<file path="config.mk">
export PLATFORM = sky130hd
export DESIGN_NAME = gated_pulse_rate_classifier
export DESIGN_NICKNAME = d
export VERILOG_FILES = /design/src/design/gprc_pkg.sv /design/src/design/gprc_counter.sv /design/src/design/gprc_divider.sv /design/src/design/gated_pulse_rate_classifier.sv
export SDC_FILE = /design/constraint.sdc
export NUM_CORES = 1
export LEC_CHECK = 0
export BUFFER_PORTS_ARGS = -buffer_cell sky130_fd_sc_hd__buf_2
export CORE_ASPECT_RATIO = 1.1
export CORE_MARGIN = 2
export CORE_UTILIZATION = 60
export CTS_BUF_LIST = sky130_fd_sc_hd__clkbuf_16
export CTS_CLUSTER_DIAMETER = 80
export DETAILED_ROUTE_END_ITERATION = 16
export PLACE_DENSITY = 0.79
export SYNTH_ARGS = -nofsm -noshare
export SYNTH_HDL_FRONTEND = slang
export SYNTH_SLANG_ARGS = --single-unit
</file>
<file path="constraint.sdc">
create_clock -name clock -period 14.2 [get_ports clock]
set_input_delay 1.42 -clock clock [delete_from_list [all_inputs] [get_ports clock]]
set_output_delay 1.42 -clock clock [all_outputs]
set_load 0.05 [all_outputs]
</file>
<file path="src/design/gprc_pkg.sv">
// ----------------------------------------------------------------------------
// gprc_pkg
// Shared types and constants of the gated pulse-rate classifier: register
// indexes, counter widths and the structs passed between its modules.
// ----------------------------------------------------------------------------
package gprc_pkg;

   // Field and counter widths.
   localparam int WinW     = 24;   // window counters and window_ticks
   localparam int ScanW    = 28;   // scan total
   localparam int IdxW     = 4;    // window index
   localparam int NumWinW  = 5;    // num_windows register
   localparam int DebW     = 8;    // debounce_ticks register
   localparam int RateW    = 16;   // rate_a and rate_b
   localparam int ConfW    = 7;    // confidence in percent
   localparam int SinceW   = 9;    // ticks since last accepted edge
   localparam int CsrIdxW  = 3;
   localparam int CsrDataW = 24;

   localparam int MaxWindows = 16;

   // Distance |2*total - a - b| and its product with 100.
   localparam int DistW = ScanW + 1;
   localparam int RemW  = DistW + ConfW;

   // Confidence ceiling.
   localparam logic [ConfW-1:0] ConfMax = ConfW'(100);

   // Register indexes of the configuration port.
   localparam logic [CsrIdxW-1:0] CSR_WINDOW_TICKS     = 3'd0;
   localparam logic [CsrIdxW-1:0] CSR_NUM_WINDOWS      = 3'd1;
   localparam logic [CsrIdxW-1:0] CSR_DEBOUNCE_TICKS   = 3'd2;
   localparam logic [CsrIdxW-1:0] CSR_RATE_A           = 3'd3;
   localparam logic [CsrIdxW-1:0] CSR_RATE_B           = 3'd4;
   localparam logic [CsrIdxW-1:0] CSR_LOW_CONF_PERCENT = 3'd5;

   // Counter settings taken from the register file.
   typedef struct packed {
      logic [WinW-1:0]    window_ticks;
      logic [NumWinW-1:0] num_windows;
      logic [DebW-1:0]    debounce_ticks;
   } cnt_cfg_type;

   // What the current tick does to the scan.
   typedef struct packed {
      logic              win_done;
      logic              scan_done;
      logic [IdxW-1:0]   win_index;
      logic [WinW-1:0]   win_count;
      logic [ScanW-1:0]  scan_total;
   } tick_info_type;

   // Classifier request and result.
   typedef struct packed {
      logic              start;
      logic [ScanW-1:0]  total;
      logic [RateW-1:0]  rate_a;
      logic [RateW-1:0]  rate_b;
   } div_req_type;

   typedef struct packed {
      logic              done;
      logic              is_class_a;
      logic [ConfW-1:0]  confidence;
   } div_rsp_type;

endpackage

</file>
<file path="src/design/gprc_counter.sv">
// ----------------------------------------------------------------------------
// gprc_counter
// Edge debounce and window/scan counting. The tick outcome is combinational
// from the current state and the incoming transaction; state advances when
// the tick is accepted.
// ----------------------------------------------------------------------------
module gprc_counter import gprc_pkg::*; (
   input  logic          clock,
   input  logic          reset,
   input  logic          tick,
   input  logic          falling_edge,
   input  logic          start_scan,
   input  cnt_cfg_type   cfg,
   output tick_info_type info
);

   logic               scanning_ff;
   logic [WinW-1:0]    tick_in_window_ff;
   logic [IdxW-1:0]    window_number_ff;
   logic [WinW-1:0]    edges_in_window_ff;
   logic [ScanW-1:0]   edges_in_scan_ff;
   logic [SinceW-1:0]  since_edge_ff;

   logic [SinceW-1:0]  since_edge_in;
   logic               edge_ok;
   logic               fresh;
   logic               active;
   logic [WinW-1:0]    tiw_base;
   logic [IdxW-1:0]    wn_base;
   logic [WinW-1:0]    ew_base;
   logic [ScanW-1:0]   es_base;
   logic [WinW-1:0]    tiw_in;
   logic [WinW-1:0]    ew_in;
   logic [ScanW-1:0]   es_in;
   logic [WinW-1:0]    wt_eff;
   logic [NumWinW-1:0] nw_eff;
   logic [NumWinW-1:0] wn_next;

   // Debounce: saturating age of the last accepted edge.
   always_comb begin
      since_edge_in = since_edge_ff;
      if (since_edge_ff < SinceW'(256)) begin
         since_edge_in = since_edge_ff + SinceW'(1);
      end
      edge_ok = falling_edge && (since_edge_in > {1'b0, cfg.debounce_ticks});
   end

   // A start while idle clears the counters and counts as window 0's first tick.
   assign fresh    = !scanning_ff && start_scan;
   assign active   = scanning_ff || start_scan;
   assign tiw_base = fresh ? '0 : tick_in_window_ff;
   assign wn_base  = fresh ? '0 : window_number_ff;
   assign ew_base  = fresh ? '0 : edges_in_window_ff;
   assign es_base  = fresh ? '0 : edges_in_scan_ff;

   // Saturating edge counts and the tick position.
   always_comb begin
      ew_in = ew_base;
      es_in = es_base;
      if (edge_ok && (ew_base != '1)) begin
         ew_in = ew_base + WinW'(1);
      end
      if (edge_ok && (es_base != '1)) begin
         es_in = es_base + ScanW'(1);
      end
      tiw_in = tiw_base + WinW'(1);
   end

   // Effective window length and count.
   always_comb begin
      wt_eff = (cfg.window_ticks == '0) ? WinW'(1) : cfg.window_ticks;
      if (cfg.num_windows == '0) begin
         nw_eff = NumWinW'(1);
      end else if (cfg.num_windows > NumWinW'(MaxWindows)) begin
         nw_eff = NumWinW'(MaxWindows);
      end else begin
         nw_eff = cfg.num_windows;
      end
      wn_next = {1'b0, wn_base} + NumWinW'(1);
   end

   assign info.win_done   = active && (tiw_in >= wt_eff);
   assign info.scan_done  = info.win_done && (wn_next >= nw_eff);
   assign info.win_index  = wn_base;
   assign info.win_count  = ew_in;
   assign info.scan_total = es_in;

   // State update on an accepted tick.
   always_ff @(posedge clock) begin
      if (reset) begin
         scanning_ff        <= 1'b0;
         tick_in_window_ff  <= '0;
         window_number_ff   <= '0;
         edges_in_window_ff <= '0;
         edges_in_scan_ff   <= '0;
         since_edge_ff      <= '0;
      end else if (tick) begin
         since_edge_ff <= edge_ok ? '0 : since_edge_in;
         if (active) begin
            edges_in_scan_ff <= es_in;
            if (info.win_done) begin
               tick_in_window_ff  <= '0;
               edges_in_window_ff <= '0;
               if (info.scan_done) begin
                  scanning_ff      <= 1'b0;
                  window_number_ff <= '0;
               end else begin
                  scanning_ff      <= 1'b1;
                  window_number_ff <= wn_next[IdxW-1:0];
               end
            end else begin
               scanning_ff        <= 1'b1;
               tick_in_window_ff  <= tiw_in;
               edges_in_window_ff <= ew_in;
            end
         end
      end
   end

   // The edge age never passes its saturation point.
   a_since_sat: assert property (@(posedge clock) disable iff (reset)
      since_edge_ff <= SinceW'(256))
      else $error("edge age beyond saturation");

endmodule

</file>
<file path="src/design/gprc_divider.sv">
// ----------------------------------------------------------------------------
// gprc_divider
// Classifier: picks the nearer rate and computes the confidence
// min(100, |2t-a-b|*100/|a-b|) with one shared compare/subtract unit,
// one restoring quotient bit per cycle.
// ----------------------------------------------------------------------------
module gprc_divider import gprc_pkg::*; (
   input  logic        clock,
   input  logic        reset,
   input  div_req_type req,
   output div_rsp_type rsp
);

   typedef enum logic [1:0] {D_IDLE, D_MUL, D_DIV, D_DONE} div_state_type;

   div_state_type     state_ff;
   logic [DistW-1:0]  dist_ff;
   logic [RateW-1:0]  span_ff;
   logic [RemW-1:0]   rem_ff;
   logic [ConfW-1:0]  quo_ff;
   logic [2:0]        step_ff;
   logic              is_a_ff;
   logic [ConfW-1:0]  conf_ff;

   logic [DistW-1:0]  twice_total;
   logic [DistW-1:0]  rate_sum;
   logic [DistW-1:0]  dist_in;
   logic [ScanW-1:0]  dist_a;
   logic [ScanW-1:0]  dist_b;
   logic [RemW-1:0]   shifted;
   logic              ge;
   logic [ConfW:0]    bit_mask;
   logic [ConfW-1:0]  quo_in;

   // Distances computed once when a request arrives.
   always_comb begin
      twice_total = {req.total, 1'b0};
      rate_sum    = DistW'(req.rate_a) + DistW'(req.rate_b);
      dist_in     = (twice_total >= rate_sum) ? twice_total - rate_sum
                                              : rate_sum - twice_total;
      dist_a = (req.total >= ScanW'(req.rate_a)) ? req.total - ScanW'(req.rate_a)
                                                 : ScanW'(req.rate_a) - req.total;
      dist_b = (req.total >= ScanW'(req.rate_b)) ? req.total - ScanW'(req.rate_b)
                                                 : ScanW'(req.rate_b) - req.total;
   end

   // Shared compare/subtract against the shifted span.
   always_comb begin
      shifted  = RemW'(span_ff) << step_ff;
      ge       = rem_ff >= shifted;
      bit_mask = (ConfW+1)'(1) << step_ff;
      quo_in   = ge ? (quo_ff | bit_mask[ConfW-1:0]) : quo_ff;
   end

   // Sequencer: setup, multiply by 100, up to eight quotient steps (none for equal rates).
   always_ff @(posedge clock) begin
      if (reset) begin
         state_ff <= D_IDLE;
         step_ff  <= '0;
      end else begin
         case (state_ff)
            D_IDLE: begin
               if (req.start) begin
                  is_a_ff <= dist_a <= dist_b;
                  dist_ff <= dist_in;
                  span_ff <= (req.rate_a >= req.rate_b) ? req.rate_a - req.rate_b
                                                        : req.rate_b - req.rate_a;
                  if (req.rate_a == req.rate_b) begin
                     conf_ff  <= ConfMax;
                     state_ff <= D_DONE;
                  end else begin
                     state_ff <= D_MUL;
                  end
               end
            end
            D_MUL: begin
               rem_ff   <= RemW'(dist_ff) * RemW'(ConfMax);
               quo_ff   <= '0;
               step_ff  <= 3'd7;
               state_ff <= D_DIV;
            end
            D_DIV: begin
               if (ge) begin
                  rem_ff <= rem_ff - shifted;
               end
               quo_ff <= quo_in;
               if (ge && (step_ff == 3'd7)) begin
                  // Quotient of 128 or more: cap straight away.
                  conf_ff  <= ConfMax;
                  state_ff <= D_DONE;
               end else if (step_ff == 3'd0) begin
                  conf_ff  <= (quo_in > ConfMax) ? ConfMax : quo_in;
                  state_ff <= D_DONE;
               end else begin
                  step_ff <= step_ff - 3'd1;
               end
            end
            D_DONE: begin
               state_ff <= D_IDLE;
            end
            default: begin
               state_ff <= D_IDLE;
            end
         endcase
      end
   end

   assign rsp.done       = (state_ff == D_DONE);
   assign rsp.is_class_a = is_a_ff;
   assign rsp.confidence = conf_ff;

   // A finished confidence never exceeds the cap.
   a_conf_cap: assert property (@(posedge clock) disable iff (reset)
      (state_ff == D_DONE) |-> (conf_ff <= ConfMax))
      else $error("confidence above cap");

   // The multiply step always leads into the quotient steps from the top bit.
   a_mul_to_div: assert property (@(posedge clock) disable iff (reset)
      (state_ff == D_MUL) |=> (state_ff == D_DIV) && (step_ff == 3'd7))
      else $error("quotient steps did not start at the top bit");

endmodule

</file>
<file path="src/design/gated_pulse_rate_classifier.sv">
// ----------------------------------------------------------------------------
// gated_pulse_rate_classifier
// Debounced edge counter over a scan of timed windows, with a per-window
// result and a scan summary carrying class and confidence.
//
//   Channel | Direction | Ports               | Transaction
//   req     | in        | req_valid/req_stall | one microsecond tick
//   rsp     | out       | rsp_valid/rsp_stall | window result or scan summary
//   csr     | in        | csr_write_enable    | one register write
//
// A tick waits while a result is held or a summary is due.
// The tick that closes the scan latches the classifier operands; it then runs
// a multiply step, up to eight quotient steps on one shared subtract unit and
// a done state (only the done state for equal rates), and the summary then
// loads from the summary state, once the window result has been taken.
// Reset is synchronous, clears the scan and the sequencers and sets the registers to their defaults.
// ----------------------------------------------------------------------------
module gated_pulse_rate_classifier import gprc_pkg::*; (
   input  logic                clock,
   input  logic                reset,
   input  logic                req_valid,
   output logic                req_stall,
   input  logic                req_falling_edge,
   input  logic                req_start_scan,
   output logic                rsp_valid,
   input  logic                rsp_stall,
   output logic                rsp_kind,
   output logic [IdxW-1:0]     rsp_window_index,
   output logic [WinW-1:0]     rsp_window_count,
   output logic [ScanW-1:0]    rsp_total_count,
   output logic                rsp_is_class_a,
   output logic [ConfW-1:0]    rsp_confidence,
   output logic                rsp_low_confidence,
   output logic                rsp_last,
   input  logic                csr_write_enable,
   input  logic [CsrIdxW-1:0]  csr_index,
   input  logic [CsrDataW-1:0] csr_wdata
);

   typedef enum logic [1:0] {T_IDLE, T_CALC, T_SUMMARY} top_state_type;

   top_state_type      state_ff;
   logic [WinW-1:0]    window_ticks_ff;
   logic [NumWinW-1:0] num_windows_ff;
   logic [DebW-1:0]    debounce_ticks_ff;
   logic [RateW-1:0]   rate_a_ff;
   logic [RateW-1:0]   rate_b_ff;
   logic [ConfW-1:0]   low_conf_ff;
   logic [IdxW-1:0]    sum_index_ff;
   logic [ScanW-1:0]   sum_total_ff;

   logic               rsp_valid_ff;
   logic               rsp_kind_ff;
   logic [IdxW-1:0]    rsp_index_ff;
   logic [WinW-1:0]    rsp_wcount_ff;
   logic [ScanW-1:0]   rsp_total_ff;
   logic               rsp_class_a_ff;
   logic [ConfW-1:0]   rsp_conf_ff;
   logic               rsp_low_ff;
   logic               rsp_last_ff;

   logic               tick_take;
   logic               rsp_take;
   cnt_cfg_type        cnt_cfg;
   tick_info_type      info;
   div_req_type        div_req;
   div_rsp_type        div_rsp;

   // Handshakes.
   assign req_stall = (state_ff != T_IDLE) || rsp_valid_ff;
   assign tick_take = req_valid && !req_stall;
   assign rsp_take  = rsp_valid_ff && !rsp_stall;

   // Register file.
   always_ff @(posedge clock) begin
      if (reset) begin
         window_ticks_ff   <= WinW'(200000);
         num_windows_ff    <= NumWinW'(5);
         debounce_ticks_ff <= DebW'(40);
         rate_a_ff         <= RateW'(547);
         rate_b_ff         <= RateW'(312);
         low_conf_ff       <= ConfW'(40);
      end else if (csr_write_enable) begin
         case (csr_index)
            CSR_WINDOW_TICKS:     window_ticks_ff   <= csr_wdata[WinW-1:0];
            CSR_NUM_WINDOWS:      num_windows_ff    <= csr_wdata[NumWinW-1:0];
            CSR_DEBOUNCE_TICKS:   debounce_ticks_ff <= csr_wdata[DebW-1:0];
            CSR_RATE_A:           rate_a_ff         <= csr_wdata[RateW-1:0];
            CSR_RATE_B:           rate_b_ff         <= csr_wdata[RateW-1:0];
            CSR_LOW_CONF_PERCENT: low_conf_ff       <= csr_wdata[ConfW-1:0];
            default: begin
            end
         endcase
      end
   end

   // Counting datapath.
   assign cnt_cfg.window_ticks   = window_ticks_ff;
   assign cnt_cfg.num_windows    = num_windows_ff;
   assign cnt_cfg.debounce_ticks = debounce_ticks_ff;

   gprc_counter u_counter (
      .clock        (clock),
      .reset        (reset),
      .tick         (tick_take),
      .falling_edge (req_falling_edge),
      .start_scan   (req_start_scan),
      .cfg          (cnt_cfg),
      .info         (info)
   );

   // Classifier starts on the tick that closes the scan.
   assign div_req.start  = tick_take && info.scan_done;
   assign div_req.total  = info.scan_total;
   assign div_req.rate_a = rate_a_ff;
   assign div_req.rate_b = rate_b_ff;

   gprc_divider u_divider (
      .clock (clock),
      .reset (reset),
      .req   (div_req),
      .rsp   (div_rsp)
   );

   // Sequencer and result register.
   always_ff @(posedge clock) begin
      if (reset) begin
         state_ff     <= T_IDLE;
         rsp_valid_ff <= 1'b0;
      end else begin
         // The summary state reloads the register itself when it is taken.
         if (rsp_take && (state_ff != T_SUMMARY)) begin
            rsp_valid_ff <= 1'b0;
         end
         case (state_ff)
            T_IDLE: begin
               if (tick_take && info.win_done) begin
                  rsp_valid_ff   <= 1'b1;
                  rsp_kind_ff    <= 1'b0;
                  rsp_index_ff   <= info.win_index;
                  rsp_wcount_ff  <= info.win_count;
                  rsp_total_ff   <= info.scan_total;
                  rsp_class_a_ff <= 1'b0;
                  rsp_conf_ff    <= '0;
                  rsp_low_ff     <= 1'b0;
                  rsp_last_ff    <= 1'b0;
                  if (info.scan_done) begin
                     sum_index_ff <= info.win_index;
                     sum_total_ff <= info.scan_total;
                     state_ff     <= T_CALC;
                  end
               end
            end
            T_CALC: begin
               if (div_rsp.done) begin
                  state_ff <= T_SUMMARY;
               end
            end
            T_SUMMARY: begin
               if (!rsp_valid_ff || !rsp_stall) begin
                  rsp_valid_ff   <= 1'b1;
                  rsp_kind_ff    <= 1'b1;
                  rsp_index_ff   <= sum_index_ff;
                  rsp_wcount_ff  <= '0;
                  rsp_total_ff   <= sum_total_ff;
                  rsp_class_a_ff <= div_rsp.is_class_a;
                  rsp_conf_ff    <= div_rsp.confidence;
                  rsp_low_ff     <= div_rsp.confidence < low_conf_ff;
                  rsp_last_ff    <= 1'b1;
                  state_ff       <= T_IDLE;
               end
            end
            default: begin
               state_ff <= T_IDLE;
            end
         endcase
      end
   end

   assign rsp_valid          = rsp_valid_ff;
   assign rsp_kind           = rsp_kind_ff;
   assign rsp_window_index   = rsp_index_ff;
   assign rsp_window_count   = rsp_wcount_ff;
   assign rsp_total_count    = rsp_total_ff;
   assign rsp_is_class_a     = rsp_class_a_ff;
   assign rsp_confidence     = rsp_conf_ff;
   assign rsp_low_confidence = rsp_low_ff;
   assign rsp_last           = rsp_last_ff;

   // The tick that closes a scan hands off to the classifier.
   a_scan_to_calc: assert property (@(posedge clock) disable iff (reset)
      (tick_take && info.scan_done) |=> (state_ff == T_CALC) && rsp_valid_ff)
      else $error("scan end did not start classification");

   // The classifier only finishes while the sequencer waits for it.
   a_done_in_calc: assert property (@(posedge clock) disable iff (reset)
      div_rsp.done |-> (state_ff == T_CALC))
      else $error("classifier result outside of calculation");

   // A summary transaction always carries the last flag and a capped confidence.
   a_summary_fields: assert property (@(posedge clock) disable iff (reset)
      (rsp_valid_ff && rsp_kind_ff) |-> (rsp_last_ff && (rsp_conf_ff <= ConfMax)))
      else $error("malformed summary transaction");

endmodule

</file>
* After elaboration in Yosys (flattened, before gate mapping)
Cells that the tools add are included.
Widths: inputs -> output; s select.
** Cells by class
- Magnitude comparators :: 13
- Bitwise logic cells :: 2
- Shift operators :: 2
- Add/sub/neg operators :: 16
- Multiply operators :: 1
- Equality and inequality tests :: 25
- Muxes and demuxes :: 66
- Reduce and logical (&&, ||, !) cells :: 46
** Operators by type and width (number)
- $mux 24 :: 8
- $mux 28 :: 6
- $pmux 36 s2 :: 1
- $sub 29x29->29 :: 2
- $ge 28x16->1 :: 2
- $mux 7 :: 8
- $pmux 28 s2 :: 1
- $sub 16x28->28 :: 2
- $sub 28x16->28 :: 2
- $add 24x1->24 const B :: 2
- $pmux 24 s2 :: 1
- $pmux 7 s2 :: 3
- $ge 36x36->1 :: 1
- $mux 36 :: 1
- $shl 16x3->36 :: 1
- $sub 36x36->36 :: 1
- $mul 29x5->34 const B :: 1
- $sub 16x16->16 :: 2
- $ge 29x29->1 :: 1
- $mux 29 :: 1
- $add 28x1->28 const B :: 1
- $le 28x28->1 :: 1
- $ne 28x28->1 const B :: 1
- $ge 24x24->1 :: 1
- 48 further kinds :: 120
** Word-level totals
- Bits in registers :: 368
- Word-level logic and storage cells :: 202
- Output and inout bits :: 69

* Logic depth before layout (Yosys ltp)
- Word-level depth :: 10
- Mapped depth :: 46
- Gate-level depth less buffers :: 41

* Modules after synthesis
A second synthesis with hierarchy kept.
** Second synthesis, totals
- Cell total of the unflattened synthesis :: 3629
- Area total of the unflattened synthesis :: 30733.2 µm²
** By module, submodules not included
- gprc_divider :: seq. area each 2952.8 µm², cells each 2058, area an instance 17051.4 µm², instances 1
- gprc_counter :: seq. area each 1801.7 µm², cells each 975, area an instance 7056.8 µm², instances 1
- gated_pulse_rate_classifier :: seq. area each 4524.3 µm², cells each 596, area an instance 6625.1 µm², instances 1

* Worst setup path before layout
Ideal clock, no wire load.
- Path type :: input to register
- Start :: input req_start_scan
- End :: register u_divider.is_a_ff, data pin
- Path slack :: 5.066 ns
- Arrival :: 9.003 ns
- Library setup time :: 0.132 ns
- Stages :: 43
- Buffers on the path :: 6
- Path through :: nand2b_1 buf_2 buf_1 clkbuf_1 clkbuf_1 nand2_1 inv_1 ha_1 nand3_1 nor3_4 nand3_2 nor2_1 nor2_1 nand2_1 xnor2_1 inv_1 ha_1 inv_1 (+7 left out) or3b_1 clkbuf_1 buf_2 a31o_2 xnor2_1 ha_1 a21o_1 a21oi_1 nor2b_1 o21ai_0 nand2b_1 a21oi_1 nor2b_1 o21ai_0 nand2_1 a221o_1 a221oi_1 a41o_1
** On the way
- Word-level cells in the longest chain between the ends :: 8
- Elaborated cells between the ends (all ways) :: 15
** RTL lines
- from (decl) :: line gated_pulse_rate_classifier.sv:24 : input logic req_start_scan,
- $logic_and 1x1->1 * :: line gprc_counter.sv:49 : assign fresh = !scanning_ff && start_scan;
- $mux 28 * :: line gprc_counter.sv:54 : assign es_base = fresh ? '0 : edges_in_scan_ff;
- branches (longest 2 deep; another with $add 28x1->28)
- $mux 28 * :: line gprc_counter.sv:63 : if (edge_ok && (es_base != '1)) begin
- $sub 16x28->28 (tied with other cells) :: line gprc_divider.sv:42 : : ScanW'(req.rate_a) - req.total;
- $mux 28 (on tied branches) :: line gprc_divider.sv:41, gprc_divider.sv:43
- $le 28x28->1 * :: line gprc_divider.sv:64 : is_a_ff <= dist_a <= dist_b;
- to (signal assigned) :: line gprc_divider.sv:64
- to (decl) :: line gprc_divider.sv:22 : logic is_a_ff;
Mark *: on every way between the ends.
A chain may end at the register's enable or synchronous reset.

* Worst setup path after layout
Ends and elaborated chain as after synthesis.

==> results.sh <==
export IMPL_multi_input_area_um2=19400
export IMPL_worstMarginPinSlew_ns=1.26
export IMPL_clock_fmax_ghz=0.102
export IMPL_die_height_um=240
export IMPL_ys_flop_type="edfxtp_1"
export IMPL_fin_setup_tns_ns=0
export IMPL_worst_path_max_fanout=33
export IMPL_reg2reg_depth=36
export IMPL_die_w_um=218
export IMPL_wirelength_um=87200
export IMPL_cts_root_buf="clkbuf_16"
export IMPL_antenna_found_initial=0
export IMPL_finalMaxSlewViolations=0
export IMPL_rrSetupSlack_ns=4.79
export IMPL_wl_per_cell_um=20.1
export IMPL_grtUsageMet1=0.416
export IMPL_slowest_stage="or3b_1"
export IMPL_diodes=0
export IMPL_std_cell_rows=86
export IMPL_syn_area_um2=30300
export IMPL_hold_buffers=0
export IMPL_antenna_left=0
export IMPL_synth_seq_area_share=0.306
export IMPL_setup_worst_path_end="u_divider.is_a_ff$_DFFE_PP_"
export IMPL_slew_headroom=0.155
export IMPL_yosys_warnings=0
export IMPL_io_pins=103
export IMPL_syn_num_nets=3993
export IMPL_synth_compound_area_frac=0.179
export IMPL_worstPathRequired_ns=14.65
export IMPL_fillerInstances=4337
export IMPL_clk_latency_ns=0.59
export IMPL_firstDrtPassIters=6
export IMPL_syn_avg_cell_area_um2=8.42
export IMPL_synth_simple_area_share=0.197
export IMPL_ctsResizeCount=0
export IMPL_power_density_nw_per_um2=90.7
export IMPL_core_area_um2=50000
export IMPL_postCtsSetupRepairBufs=0
export IMPL_slowest_delay_ns=0.72
export IMPL_drc=0
export IMPL_syn2layout_area_growth_pct=8.24
export IMPL_final_common_cell="nand2_1"
export IMPL_ys_types=108
export IMPL_cts_buffers=42
export IMPL_cts_tree="built"
export IMPL_drtIter0Drc=2083
export IMPL_hold_path_class="register to register"
export IMPL_synth_seq_cells=367
export IMPL_gp_congestion=1.05
export IMPL_clkSlewWorstSetupHoldPaths_ns=0.06
export IMPL_drive_gt1_frac=0.0868
export IMPL_dp_slack_ns=4.00
export IMPL_grt_pass1_vias=25100
export IMPL_fin_ws_ns=4.44
export IMPL_grt_pass1_wl_um=136000
export IMPL_vdd_ir_drop_max_mv=0.114
export IMPL_grt_max_degree=100
export IMPL_die_area_um2=52300
export IMPL_endpoint_kind="register"
export IMPL_period_needed_ns=9.76
export IMPL_critPathArrivalTime_ns=10.21
export IMPL_seqCellArea_um2=9280
export IMPL_finClkSkew_ns=0.0300
export IMPL_grtUsageMet3=0.0471
export IMPL_netlist_instances=3599
export IMPL_async_flop_share=0
export IMPL_hold_viol=0
export IMPL_synthMuxAreaShare=0.0355
export IMPL_period_share=0.688
export IMPL_whs_path_depth=2
export IMPL_grt_ovfl_total=0
export IMPL_finalSetupViolations=0
export IMPL_busiest_layer="met2"
export IMPL_timing_max_cap_violations=0
export IMPL_synth_xor_area_share=0.0674
export IMPL_clk_path_buf_depth=3
export IMPL_globalRouteMet2Util=0.559
export IMPL_synth_top_family_by_area="simple AND/OR/NAND/NOR gates"
export IMPL_total_leakage_power_nw=14.2
export IMPL_port_buffers=102
export IMPL_critical_path_class="input port to register"
export IMPL_mostFrequentLayoutCells="nand2_1, ha_1, a21oi_1"
export IMPL_initial_utilization=0.605
export IMPL_holdWs_ns=0.457
export IMPL_rsz0062_at_grt="no"
export IMPL_cp_start_kind="input port"
export IMPL_r2r_end="u_divider.is_a_ff$_DFFE_PP_"
export IMPL_startpoint="req_start_scan"
export IMPL_cpMostUsedCell="o21ai_0"
export IMPL_nNetsFinal=4034
export IMPL_r2r_start="u_counter.scanning_ff$_SDFFE_PP0P_"
export IMPL_dp_hpwl_um=66100
export IMPL_synth_edf_count=193
export IMPL_grt_usage=0.330
export IMPL_outcome="finished clean"
export IMPL_cts_sink_count=367
export IMPL_cts_max_level=2
export IMPL_synth_fa_ha_area_frac=0.159
export IMPL_vias=26500
export IMPL_vias_per_cell=6.11
==> worst min-delay path by stage <==
stage / startpoint / end / slack, ns
2_1_floorplan: window_ticks_ff[0]$_SDFFE_PP0P_ / window_ticks_ff[0]$_SDFFE_PP0P_ / 0.43
3_5_place_dp: low_conf_ff[6]$_SDFFE_PP0P_ / low_conf_ff[6]$_SDFFE_PP0P_ / 0.45
3_3_place_gp: low_conf_ff[4]$_SDFFE_PP0P_ / low_conf_ff[4]$_SDFFE_PP0P_ / 0.45
6_report: low_conf_ff[6]$_SDFFE_PP0P_ / low_conf_ff[6]$_SDFFE_PP0P_ / 0.46
5_1_grt: low_conf_ff[6]$_SDFFE_PP0P_ / low_conf_ff[6]$_SDFFE_PP0P_ / 0.49
4_1_cts: low_conf_ff[6]$_SDFFE_PP0P_ / low_conf_ff[6]$_SDFFE_PP0P_ / 0.46
==> Yosys cell counts (all sizes together) (33+ instances only) <==
| cell | n | share of area |
|---|---|---|
| nand2 | 409 | 0.051 |
| nor3 | 85 | 0.015 |
| a21oi | 321 | 0.054 |
| a31oi | 38 | 0.0083 |
| xor2 | 93 | 0.028 |
| ha | 327 | 0.14 |
| nand3 | 102 | 0.017 |
| fa | 33 | 0.022 |
| o21ai | 149 | 0.025 |
| inv | 301 | 0.037 |
| and3 | 39 | 0.0081 |
| a211oi | 37 | 0.0097 |
| nor2 | 319 | 0.040 |
| a21o | 91 | 0.023 |
| nor2b | 42 | 0.0089 |
| clkbuf | 119 | 0.015 |
| and2 | 40 | 0.0083 |
| mux2i | 67 | 0.022 |
| dfxtp | 174 | 0.11 |
| nand4 | 41 | 0.0085 |
| nand2b | 43 | 0.0089 |
| xnor2 | 137 | 0.040 |
| edfxtp | 193 | 0.19 |
==> registers in the layout (all words and copies together), names as in the netlist, 7 cells and up <==
name and flops:
rate_b_ff 16, rsp_total_count 28, rsp_window_count 24, u_counter.since_edge_ff 9
u_divider.dist_ff 28, sum_total_ff 28, rate_a_ff 16, u_counter.tick_in_window_ff 24
rsp_confidence 7, u_counter.edges_in_scan_ff 28, u_divider.conf_ff 7, u_divider.span_ff 16
u_counter.edges_in_window_ff 24, low_conf_ff 7, u_divider.quo_ff 7, debounce_ticks_ff 8
u_divider.rem_ff 36, window_ticks_ff 24
==> power by group <==
part	leakage (nW)	switching, mW	total, mW	internal (mW)
clock	0.705	0.475	1.08	0.606
sequential	3.21	0.0257	1.16	1.14
combinational	10.3	0.438	0.727	0.289
total	14.2	0.939	2.97	2.03
==> worst max-delay path, delay by kind of cell <==
family | cells | cell delay (ns)
AND/OR/NAND/NOR | 13 | 3.49
AO/OA/AOI/OAI | 16 | 3.37
adder cells (fa/ha/maj) | 3 | 0.89
XOR/XNOR | 2 | 0.54
buffers and inverters | 3 | 0.47
==> per-layer routing <==
layer,up-vias,part of all wire
li1,12800,-
met1,12500,0.42
met2,987,0.47
met3,234,0.067
met4,0,0.049
met5,-,0
==> layout make-up <==
cell class / count / area share
clock inverters: 35 / 0.00988
multi-input cells: 2784 / 0.590
flip-flops and latches: 367 / 0.283
inverters: 304 / 0.0348
repair buffers: 141 / 0.0247
well taps: 660 / 0.0252
clock buffers: 42 / 0.0321
==> logic make-up after synthesis <==
| kind of cell | Yosys count |
|---|---|
| XOR/XNOR | 230 |
| adder cells (fa/ha/maj) | 365 |
| multiplexers | 96 |
| flip-flops | 367 |
| AND/OR/NAND/NOR | 1245 |
| AO/OA/AOI/OAI | 848 |
| buffers and inverters | 448 |
==> per-stage QoR <==
step | total power, mW | std cells | cell area [µm²] | util
floorplan | 1.72 | 3599 | 30300 | -
global placement | 1.89 | 4256 | 31400 | 0.628
detailed placement | 1.89 | 4256 | 31400 | 0.628
CTS | 2.98 | 4333 | 32800 | 0.655
global route | 3.10 | 4333 | 32800 | 0.655
finish | 2.97 | 4333 | 32800 | 0.655
No activity file was read; power rests on OpenSTA's default activity.
